<file path="src/hw/rtl/mfm_pkg.sv">
// Shared types, constants and helpers for the MFM sector encoder.
// No dependencies; imported by mfm_word_gen and mfm_sector_encoder_unit.
package mfm_pkg;

    localparam logic [31:0] MASK_HALF    = 32'h5555_5555;
    localparam logic [15:0] FILL_WORD    = 16'haaaa;
    localparam logic [15:0] SYNC_WORD    = 16'h4489;
    localparam logic [7:0]  FORMAT_BYTE  = 8'hff;
    localparam logic [4:0]  SPT_RESET    = 5'd11;
    localparam logic [6:0]  LONG_LAST    = 7'd127;

    // word positions in the sector image
    localparam logic [9:0]  ADDR_DCK     = 10'd28;
    localparam logic [9:0]  ADDR_ODD     = 10'd32;
    localparam logic [9:0]  ADDR_EVEN    = 10'd288;

    // preamble step groups (step[4:2])
    localparam logic [2:0]  GRP_SYNC     = 3'd0;
    localparam logic [2:0]  GRP_HDR      = 3'd1;
    localparam logic [2:0]  GRP_HCK      = 3'd6;
    localparam logic [4:0]  STEP_PRE_END = 5'd28;

    typedef struct packed {
        logic [31:0] data;
        logic [31:0] hdr;
        logic [31:0] csum;
        logic [6:0]  idx;
        logic        first;
        logic        last;
    } t_item;

    typedef struct packed {
        logic [9:0]  addr;
        logic [15:0] value;
        logic        last;
    } t_word;

    // Pick one 16-bit word of the odd/even split: odd hi, odd lo, even hi, even lo.
    function automatic logic [15:0] split_word(input logic [31:0] v, input logic [1:0] sel);
        logic [31:0] odd;
        logic [31:0] even;
        logic [15:0] w;
        odd  = (v >> 1) & MASK_HALF;
        even = v & MASK_HALF;
        unique case (sel)
            2'd0: w = odd[31:16];
            2'd1: w = odd[15:0];
            2'd2: w = even[31:16];
            2'd3: w = even[15:0];
        endcase
        return w;
    endfunction

endpackage

</file>
<file path="src/hw/rtl/mfm_word_gen.sv">
// Word selector: maps a held item and a step index to one addressed output word.
// Depends on mfm_pkg.
module mfm_word_gen (
    input  mfm_pkg::t_item  i_item,
    input  logic [4:0]      i_step,
    output mfm_pkg::t_word  o_word
);
    import mfm_pkg::*;

    logic [31:0] hck;
    logic [1:0]  d;

    assign hck = ((i_item.hdr >> 1) & MASK_HALF) ^ (i_item.hdr & MASK_HALF);
    assign d   = i_step[1:0];

    always_comb begin
        o_word = '0;
        if (i_item.first && (i_step < STEP_PRE_END)) begin
            // preamble, header, label, header checksum
            o_word.addr = {5'd0, i_step};
            unique case (i_step[4:2])
                GRP_SYNC: o_word.value = i_step[1] ? SYNC_WORD : FILL_WORD;
                GRP_HDR:  o_word.value = split_word(i_item.hdr, d);
                GRP_HCK:  o_word.value = split_word(hck, d);
                default:  o_word.value = '0;
            endcase
            o_word.last = 1'b0;
        end else if (!i_item.first && (i_step[4:2] != 3'd0)) begin
            // data checksum after the last longword
            o_word.addr  = ADDR_DCK + {8'd0, d};
            o_word.value = split_word(i_item.csum, d);
            o_word.last  = (d == 2'd3);
        end else begin
            // data words of this longword
            o_word.addr  = (d[1] ? ADDR_EVEN : ADDR_ODD) + {2'd0, i_item.idx, d[0]};
            o_word.value = split_word(i_item.data, d);
            o_word.last  = (d == 2'd3) && !i_item.last;
        end
    end

endmodule

</file>
<file path="src/hw/rtl/mfm_sector_encoder_unit.sv">
// Top level of the MFM odd/even sector encoder: item register, count and
// checksum state, output register. Depends on mfm_pkg and mfm_word_gen.
//
// Usage:
//   Slave stream: one data longword per transaction, with track and sector
//   number, 128 transactions per sector in order. Master stream: one
//   addressed 16-bit word of the 544-word sector image per transaction;
//   tlast marks the final word caused by one input longword.
//   Configuration: i_cfg_we writes sectors_per_track (reset 11); write it
//   only while the block is idle.
// Path: an accepted longword is registered in the item register, and its
//   words are then registered one by one in the output register.
// Throughput: the output register emits one word per cycle while tready
//   is high; a longword gives 4 words, the first of a sector 32 (preamble,
//   header, label, header checksum), the last 8 (data checksum); 544 per sector.
//   A new longword is taken in the cycle its predecessor's last word moves
//   to the output register, so the block streams without bubbles.
// Reset: clears the longword count, checksum, valid flags and sets
//   sectors_per_track back to 11.
// Stall: when the receiver drops tready the output word holds, the item
//   register holds its position, and slave tready drops once an item is held.
module mfm_sector_encoder_unit (
    input  logic        i_clk,
    input  logic        i_rst_n,
    input  logic        i_cfg_we,
    input  logic [4:0]  i_cfg_wdata,      // sectors_per_track
    input  logic        i_s_axis_tvalid,
    output logic        o_s_axis_tready,
    input  logic [47:0] i_s_axis_tdata,   // data_long[31:0], track_num[39:32],
                                          // sector_num[44:40], zero pad
    output logic        o_m_axis_tvalid,
    input  logic        i_m_axis_tready,
    output logic [31:0] o_m_axis_tdata,   // word_addr[9:0], word_value[25:10], zero pad
    output logic        o_m_axis_tlast    // last_word
);
    import mfm_pkg::*;

    logic [4:0]  r_spt;
    logic [6:0]  r_long_count;
    logic [31:0] r_csum;
    logic        r_item_valid;
    t_item       r_item;
    logic [4:0]  r_step;
    logic        r_out_valid;
    t_word       r_out;

    t_item       n_item;
    logic [31:0] n_csum;
    t_word       gen_word;
    logic        in_acc;
    logic        ld;

    logic [31:0] in_data;
    logic [7:0]  in_track;
    logic [4:0]  in_sector;
    logic [7:0]  gap;

    assign in_data   = i_s_axis_tdata[31:0];
    assign in_track  = i_s_axis_tdata[39:32];
    assign in_sector = i_s_axis_tdata[44:40];

    mfm_word_gen u_word_gen (
        .i_item (r_item),
        .i_step (r_step),
        .o_word (gen_word)
    );

    // move a word into the output register whenever it is free or draining
    assign ld              = r_item_valid && (!r_out_valid || i_m_axis_tready);
    assign o_s_axis_tready = !r_item_valid || (ld && gen_word.last);
    assign in_acc          = i_s_axis_tvalid && o_s_axis_tready;

    // header and checksum for the incoming longword
    assign gap    = {3'd0, r_spt} - {3'd0, in_sector};
    assign n_csum = ((r_long_count == 7'd0) ? 32'd0 : r_csum)
                  ^ ((in_data >> 1) & MASK_HALF) ^ (in_data & MASK_HALF);

    always_comb begin
        n_item.data  = in_data;
        n_item.hdr   = {FORMAT_BYTE, in_track, 3'd0, in_sector, gap};
        n_item.csum  = n_csum;
        n_item.idx   = r_long_count;
        n_item.first = (r_long_count == 7'd0);
        n_item.last  = (r_long_count == LONG_LAST);
    end

    always_ff @(posedge i_clk) begin
        if (!i_rst_n) begin
            r_spt        <= SPT_RESET;
            r_long_count <= '0;
            r_csum       <= '0;
            r_item_valid <= 1'b0;
            r_step       <= '0;
            r_out_valid  <= 1'b0;
        end else begin
            if (i_cfg_we) begin
                r_spt <= i_cfg_wdata;
            end
            if (in_acc) begin
                r_long_count <= r_long_count + 7'd1;
                r_csum       <= n_csum;
            end
            // advance through the words of the held item; drop it after its last word
            if (in_acc) begin
                r_item_valid <= 1'b1;
                r_step       <= '0;
            end else if (ld) begin
                if (gen_word.last) begin
                    r_item_valid <= 1'b0;
                    r_step       <= '0;
                end else begin
                    r_step <= r_step + 5'd1;
                end
            end
            if (ld) begin
                r_out_valid <= 1'b1;
            end else if (i_m_axis_tready) begin
                r_out_valid <= 1'b0;
            end
        end
    end

    always_ff @(posedge i_clk) begin
        if (in_acc) begin
            r_item <= n_item;
        end
        if (ld) begin
            r_out <= gen_word;
        end
    end

    assign o_m_axis_tvalid = r_out_valid;
    assign o_m_axis_tdata  = {6'd0, r_out.value, r_out.addr};
    assign o_m_axis_tlast  = r_out.last;

    // the closing word of an item is the checksum tail or an even low data word
    a_last_addr: assert property (@(posedge i_clk) disable iff (!i_rst_n)
        (o_m_axis_tvalid && o_m_axis_tlast) |->
        (r_out.addr == 10'd31 || r_out.addr >= 10'd289))
        else $error("tlast on unexpected word address");

    // only the first longword of a sector runs past eight steps
    a_step_range: assert property (@(posedge i_clk) disable iff (!i_rst_n)
        (r_item_valid && !r_item.first) |-> (r_step < 5'd8))
        else $error("step counter out of range for a non-first longword");

    // a new item never overwrites one whose words are still pending
    a_no_overrun: assert property (@(posedge i_clk) disable iff (!i_rst_n)
        (in_acc && r_item_valid) |-> (ld && gen_word.last))
        else $error("item register overwritten before its last word");

    // after reset the sector starts at its first longword
    a_reset_count: assert property (@(posedge i_clk) disable iff (!i_rst_n)
        $past(!i_rst_n) |-> (r_long_count == 7'd0 && !r_item_valid))
        else $error("count or item not cleared by reset");

endmodule
</file>
<file path="config.mk">
export PLATFORM = sky130hd
export DESIGN_NAME = mfm_sector_encoder_unit
export DESIGN_NICKNAME = d
export VERILOG_FILES = /design/src/hw/rtl/mfm_pkg.sv /design/src/hw/rtl/mfm_word_gen.sv /design/src/hw/rtl/mfm_sector_encoder_unit.sv
export SDC_FILE = /design/constraint.sdc
export NUM_CORES = 1
export LEC_CHECK = 0
export ABC_AREA = 1
export BUFFER_PORTS_ARGS = -buffer_cell sky130_fd_sc_hd__buf_4
export CORE_MARGIN = 2
export CORE_UTILIZATION = 58
export DETAILED_ROUTE_END_ITERATION = 16
export PLACE_DENSITY = 0.8
export SLEW_MARGIN = 20
export SYNTH_ARGS = -nofsm -noshare
export SYNTH_HDL_FRONTEND = slang
export SYNTH_SLANG_ARGS = --single-unit
export TNS_END_PERCENT = 5
</file>
<file path="constraint.sdc">
create_clock -name i_clk -period 3.5 [get_ports i_clk]
set_input_delay 0.175 -clock i_clk [delete_from_list [all_inputs] [get_ports i_clk]]
set_output_delay 0.175 -clock i_clk [all_outputs]
set_load 0.02 [all_outputs]
</file>
# Yosys cells after proc, flatten, opt, wreduce, memory -nomap -nowiden
# Index checks and enable logic that the tools add are counted.
# classes
add_sub_neg	5
mul	0
div	0
magnitude_cmp	1
eq_ne	6
shift	0
n_mux	16
n_bitwise	4
n_reduce_logical	21
# ops
cell	n
16-bit case mux with 4 select lines	4
32-bit by 31-bit bitwise XOR with 32-bit output	2
16-bit case mux with 3 select lines	1
32-bit two-way mux	1
31-bit bitwise XOR	1
27-bit two-way mux	1
22-bit two-way mux	1
16-bit two-way mux	1
10-bit by 8-bit adder with 10-bit output	1
9-bit two-way mux	1
7-bit by 1-bit adder with 7-bit output (second input constant)	1
7-bit == test (second input constant)	1
7-bit zero test	1
5-bit by 2-bit adder with 6-bit output (first input constant)	1
1-bit logical AND	6
2-bit nonzero test	3
5-bit by 5-bit subtractor with 6-bit output	1
5-bit by 1-bit adder with 5-bit output (second input constant)	1
5-bit < comparator (second input constant)	1
1-bit two-way mux	5
5-bit two-way mux	1
2-bit == test (second input constant)	2
1-bit zero test	4
3-bit by 1-bit == test with 1-bit output (second input constant)	1
9 further kinds	10
# totals
ff_bits	172
latchBits	0
ramBits	0
romBits	0
out_inout_bits	35
elab_cells	69
n_memories	0

# Logic depth before layout (Yosys ltp)
# logic_depth
word_depth	9
depth_mapped	12
mapped_depth_nobuf	11

# Hierarchy
# Synthesis repeated with hierarchy kept, for this count alone.
# hier_totals
cells_unflattened	891
hier_area_um2	7913.8
# by_module_without_submodules
mod	n_inst	cells_each	area_each_um2
mfm_sector_encoder_unit	1	540	6389.9
mfm_word_gen	1	351	1524.0

# Least setup slack after synthesis
# No wires, ideal clock.
# synth_timing
path_type	flip-flop to flip-flop
start	register r_out_valid, in the netlist o_m_axis_tvalid
end	register r_item[0] (netlist bit) (enable)
setup_time_ps	374
arrival_ps	2162
required_time_ps	3126
path_slack_ps	964
path_stages_with_launch	7
path_buffers	1
period_less_slack_ps	2536
path_cell_list	dfxtp_1 > a21oi_2 > nand3_2 > nand2_4 > nand2_4 > inv_6 > buf_8
# synth_between
elab_chain_cells	6
# synth_lines
element	line_no	source
start, declared	mfm_sector_encoder_unit.sv:44	logic r_out_valid;
start signal, assigned	mfm_sector_encoder_unit.sv:94	r_out_valid <= 1'b0;
start signal, assigned	mfm_sector_encoder_unit.sv:116	r_out_valid <= 1'b1;
start signal, assigned	mfm_sector_encoder_unit.sv:118	r_out_valid <= 1'b0;
1-bit zero test	mfm_sector_encoder_unit.sv:69	assign ld = r_item_valid && (!r_out_valid || i_m_axis_tready);
1-bit logical OR	mfm_sector_encoder_unit.sv:69	
1-bit logical AND	mfm_sector_encoder_unit.sv:69	
via ld	mfm_sector_encoder_unit.sv:51	logic ld;
1-bit logical AND	mfm_sector_encoder_unit.sv:70	assign o_s_axis_tready = !r_item_valid || (ld && gen_word.last);
1-bit logical OR	mfm_sector_encoder_unit.sv:70	
1-bit logical AND	mfm_sector_encoder_unit.sv:71	assign in_acc = i_s_axis_tvalid && o_s_axis_tready;
via in_acc	mfm_sector_encoder_unit.sv:50	logic in_acc;
end signal, assigned	mfm_sector_encoder_unit.sv:125	r_item <= n_item;
end, declared	mfm_sector_encoder_unit.sv:42	t_item r_item;
# The timed path passes the listed nets, and every way through them passes these cells.
# A chain may end at the register's enable or synchronous reset.

# Final worst setup path
# layout_timing
start	register r_step[1]
end	register r_item[26] (netlist bit) (enable)
# layout_between
elab_chain_cells	7
# layout_lines
element	line_no	source
start, declared	mfm_sector_encoder_unit.sv:43	logic [4:0] r_step;
start signal, assigned	mfm_sector_encoder_unit.sv:112	r_step <= r_step + 5'd1;
parallel branches: the longest is 3 deep, another holds 5-bit < comparator	n/a	
22-bit two-way mux (*)	mfm_word_gen.sv:18	if (i_item.first && (i_step < STEP_PRE_END)) begin
1-bit logical AND (*)	mfm_sector_encoder_unit.sv:70	
1-bit logical OR (*)	mfm_sector_encoder_unit.sv:70	
1-bit logical AND (*)	mfm_sector_encoder_unit.sv:71	
# Mark *: on every way between the ends.

==> reports/summary.md <==
## Floorplan
- 117 um — Die Height
- 12600 um^2 — placeable core region
- 41 — FP Rows
- 117 um — horizontal extent of the die
- 93 — I/O pin total
- 0.592 — initial core utilization
- 13700 um^2 — area enclosed by the die boundary

## STA
- 0.665 ns — post-route setup slack
- 0.0150 ns — post-route clock skew
- false — RSZ-0062 raised after global routing
- 0.810 — ratio of final minimum period to clock period
- 1.00 ns — Least-Margin Pin Slew
- 0 — max-slew violations
- 0.0504 ns — Hold Slack
- 0.333 — Slew Limit Headroom
- 2.84 ns — min cycle time layout
- 0 ns — Post-Route Setup TNS
- 0 — Final setup viols
- 353 MHz — fmax
- 0 — endpoints failing hold

## Critical path
- 54 — highest net fanout along the worst path
- 2.95 ns — Critical Path AT
- flop to flop — type of the worst setup path
- flop — Critical Path End Type
- 3.62 ns — Req. time, crit path
- flop — CP startpoint kind

## Placement
- 0.895 — routability congestion estimate
- 10.6 mm — final HPWL from detailed placement
- 83 — buffers added on ports
- 0.695 ns — minimum setup slack after placement
- 8140 um^2 — placed cell areas
- 999 — instance count after placement with tap cells included

## Yosys
- 39 — synth unique cells
- 164 — register bit total from synthesis
- sky130_fd_sc_hd__edfxtp_1 — primary flip-flop cell chosen by synthesis mapping
- 9.62 um^2 — Avg Inst Size Synth
- 773 — Synth Instances
- 0.456 — post-synth top area share
- 0 — Async S/R FF share, synth
- 0 — Ys Warns
- 0.593 — portion of the post-synthesis area used by sequential elements
- 7440 um^2 — netlist area before placement
- sky130_fd_sc_hd__edfxtp_1 — post-synthesis cell type with the largest combined area
- sky130_fd_sc_hd__edfxtp_1, sky130_fd_sc_hd__dfxtp_1, sky130_fd_sc_hd__nand2_1, sky130_fd_sc_hd__inv_1, sky130_fd_sc_hd__nand3_1 — Synth area leaders
- 113 — number of synthesized flops with an enable pin

## Status
- finished clean — run status

## Power
- 0.365 mV — largest vdd supply drop
- 502 nW/um^2 — Power per Cell Area
- 4.64 mW — Final Power
- 4.01 nW — Static Leak

## Global routing
- 28.1 mm — wire length of the first global-routing pass
- 0 — antenna violations before repair
- 55 — largest net degree at the start of global routing
- 0.273 — overall routing resource usage
- 5973 — vias in the first global route
- 0 — overflow left after global routing

## Detailed routing
- 0 — number of design rule violations left after detail routing
- 5 — DR pass1 iterations
- 18.0 mm — final routed wirelength across all metal layers
- 0 — count of antenna-violating nets left after detailed routing
- 16.6 um — drt wl/cell
- 649 — initial detailed-routing violation count
- 5.50 — post-DR vias/cell
- 5958 — total vias in the final route

## Clocking
- 0 — Post-CTS Repair Setup Buffers
- 17 — Num CTS Buffers
- built — clock tree from TritonCTS
- 164 — number of clock sinks seen by CTS
- 0.06 ns — clk slew on worst S/H paths
- sky130_fd_sc_hd__clkbuf_16 — root buffer cell
- 2 — Max clock buf depth
- 0.43 ns — Clk Latency, worst-skew pair
- 4 — H-tree level count
- 0 — cells resized by post-CTS repair
- 52 — count of hold-fix buffers inserted at cts

## Final layout
- 24.0% — area growth from synthesis to layout
- 1083 — final cell count without fillers
- 0 — number of inserted diodes
- 0.734 — final standard cell utilization of the core
- 9230 um^2 — Non-Filler Cell Area, Final
- 970 — number of nets in the layout
- 0.141 — share of post-route cells with drive strength above 1

## Job
- 0 — Maximum Capacitance Violations

## Worst hold path
- primary input to flop — Hold/Removal Path Class

## sequential cells by signal, indices dropped and copies added, names as in the netlist
signal,cells
o_m_axis_tlast,1
r_csum,32
o_m_axis_tvalid,1
r_spt,5
r_step,5
o_m_axis_tdata,20
r_item_valid,1
r_item,92
r_long_count,7
## critical path, stage by stage, from the launching register on
cell                      delay [ns]
sky130_fd_sc_hd__dfxtp_1        0.52
sky130_fd_sc_hd__ha_1           0.22
sky130_fd_sc_hd__inv_1          0.14
sky130_fd_sc_hd__a21oi_1        0.21
sky130_fd_sc_hd__nand3_2        0.14
sky130_fd_sc_hd__nand2_4        0.33
sky130_fd_sc_hd__nand2_4        0.17
sky130_fd_sc_hd__inv_6          0.40
sky130_fd_sc_hd__buf_4          0.36
## area by class of cell
cell class	count	area [um^2]
clock inverters	8	45.0
inverters	84	320
clock buffers	24	524
fillers	855	3340
repair buffers	142	1210
well taps	172	215
flip-flops and latches	164	4410
multi-input cells	489	2500
## power by group
| group | switching [mW] | total, mW | internal (mW) |
|---|---|---|---|
| clock | 0.731 | 1.77 | 1.04 |
| sequential | 0.0637 | 2.28 | 2.22 |
| combinational | 0.351 | 0.580 | 0.229 |
| total | 1.15 | 4.64 | 3.49 |
## metal layers
| metal | share of wire | global-route usage | vias to the layer above |
|---|---|---|---|
| li1 | - | - | 2807 |
| met1 | 0.38 | 0.306 | 2802 |
| met2 | 0.52 | 0.479 | 284 |
| met3 | 0.065 | 0.0602 | 65 |
| met4 | 0.042 | 0.161 | 0 |
| met5 | 0 | 0 | - |
## cells in the mapped netlist, types with 2 or more instances
master and count:
sky130_fd_sc_hd__xnor2_1 22, sky130_fd_sc_hd__edfxtp_1 113, sky130_fd_sc_hd__clkbuf_1 17, sky130_fd_sc_hd__nand2_4 3, sky130_fd_sc_hd__nor2_1 62, sky130_fd_sc_hd__xor2_1 11, sky130_fd_sc_hd__o211ai_1 9, sky130_fd_sc_hd__ha_1 13
sky130_fd_sc_hd__buf_4 14, sky130_fd_sc_hd__a21oi_1 46, sky130_fd_sc_hd__dfxtp_1 51, sky130_fd_sc_hd__nand3b_1 17, sky130_fd_sc_hd__inv_1 81, sky130_fd_sc_hd__nand3_2 2, sky130_fd_sc_hd__and2_1 2, sky130_fd_sc_hd__nand3_1 58
sky130_fd_sc_hd__nand2_1 188, sky130_fd_sc_hd__o21ai_0 26, sky130_fd_sc_hd__buf_2 6, sky130_fd_sc_hd__a31oi_1 11, sky130_fd_sc_hd__buf_1 3
## layout by cell type (no fill, tap or decap), types with 4 or more instances in the layout
cell type / count
sky130_fd_sc_hd__nor2_1: 62
sky130_fd_sc_hd__clkbuf_16: 19
sky130_fd_sc_hd__a21oi_1: 46
sky130_fd_sc_hd__nand2_1: 188
sky130_fd_sc_hd__o21ai_0: 26
sky130_fd_sc_hd__conb_1: 6
sky130_fd_sc_hd__xor2_1: 11
sky130_fd_sc_hd__a31oi_1: 11
sky130_fd_sc_hd__edfxtp_1: 113
sky130_fd_sc_hd__buf_4: 89
sky130_fd_sc_hd__clkinv_1: 4
sky130_fd_sc_hd__xnor2_1: 22
sky130_fd_sc_hd__o211ai_1: 9
sky130_fd_sc_hd__ha_1: 13
sky130_fd_sc_hd__nand3_1: 58
sky130_fd_sc_hd__inv_1: 81
sky130_fd_sc_hd__dfxtp_1: 51
sky130_fd_sc_hd__dlygate4sd3_1: 52
sky130_fd_sc_hd__nand3b_1: 17
## final timing paths
kind	slack (ns)	start	end	cells after the start
setup / recovery	0.66	r_step[1]	r_item[26]	8
setup reg to reg	0.66	r_step[1]	r_item[26]	8
hold reg to reg	0.46	r_csum[1]	r_csum[1]	2
hold / removal	0.05	i_cfg_we	r_spt[3]	3
## logic make-up after synthesis
family,Yosys count,share of synthesized area
fa+ha+maj,14,0.0246
compound gates,99,0.0742
other cells,1,0.000504
simple gates,337,0.195
xor+xnor,33,0.0388
flops,164,0.593
buf+inv,125,0.0733
(Power assumes the default switching activity.)
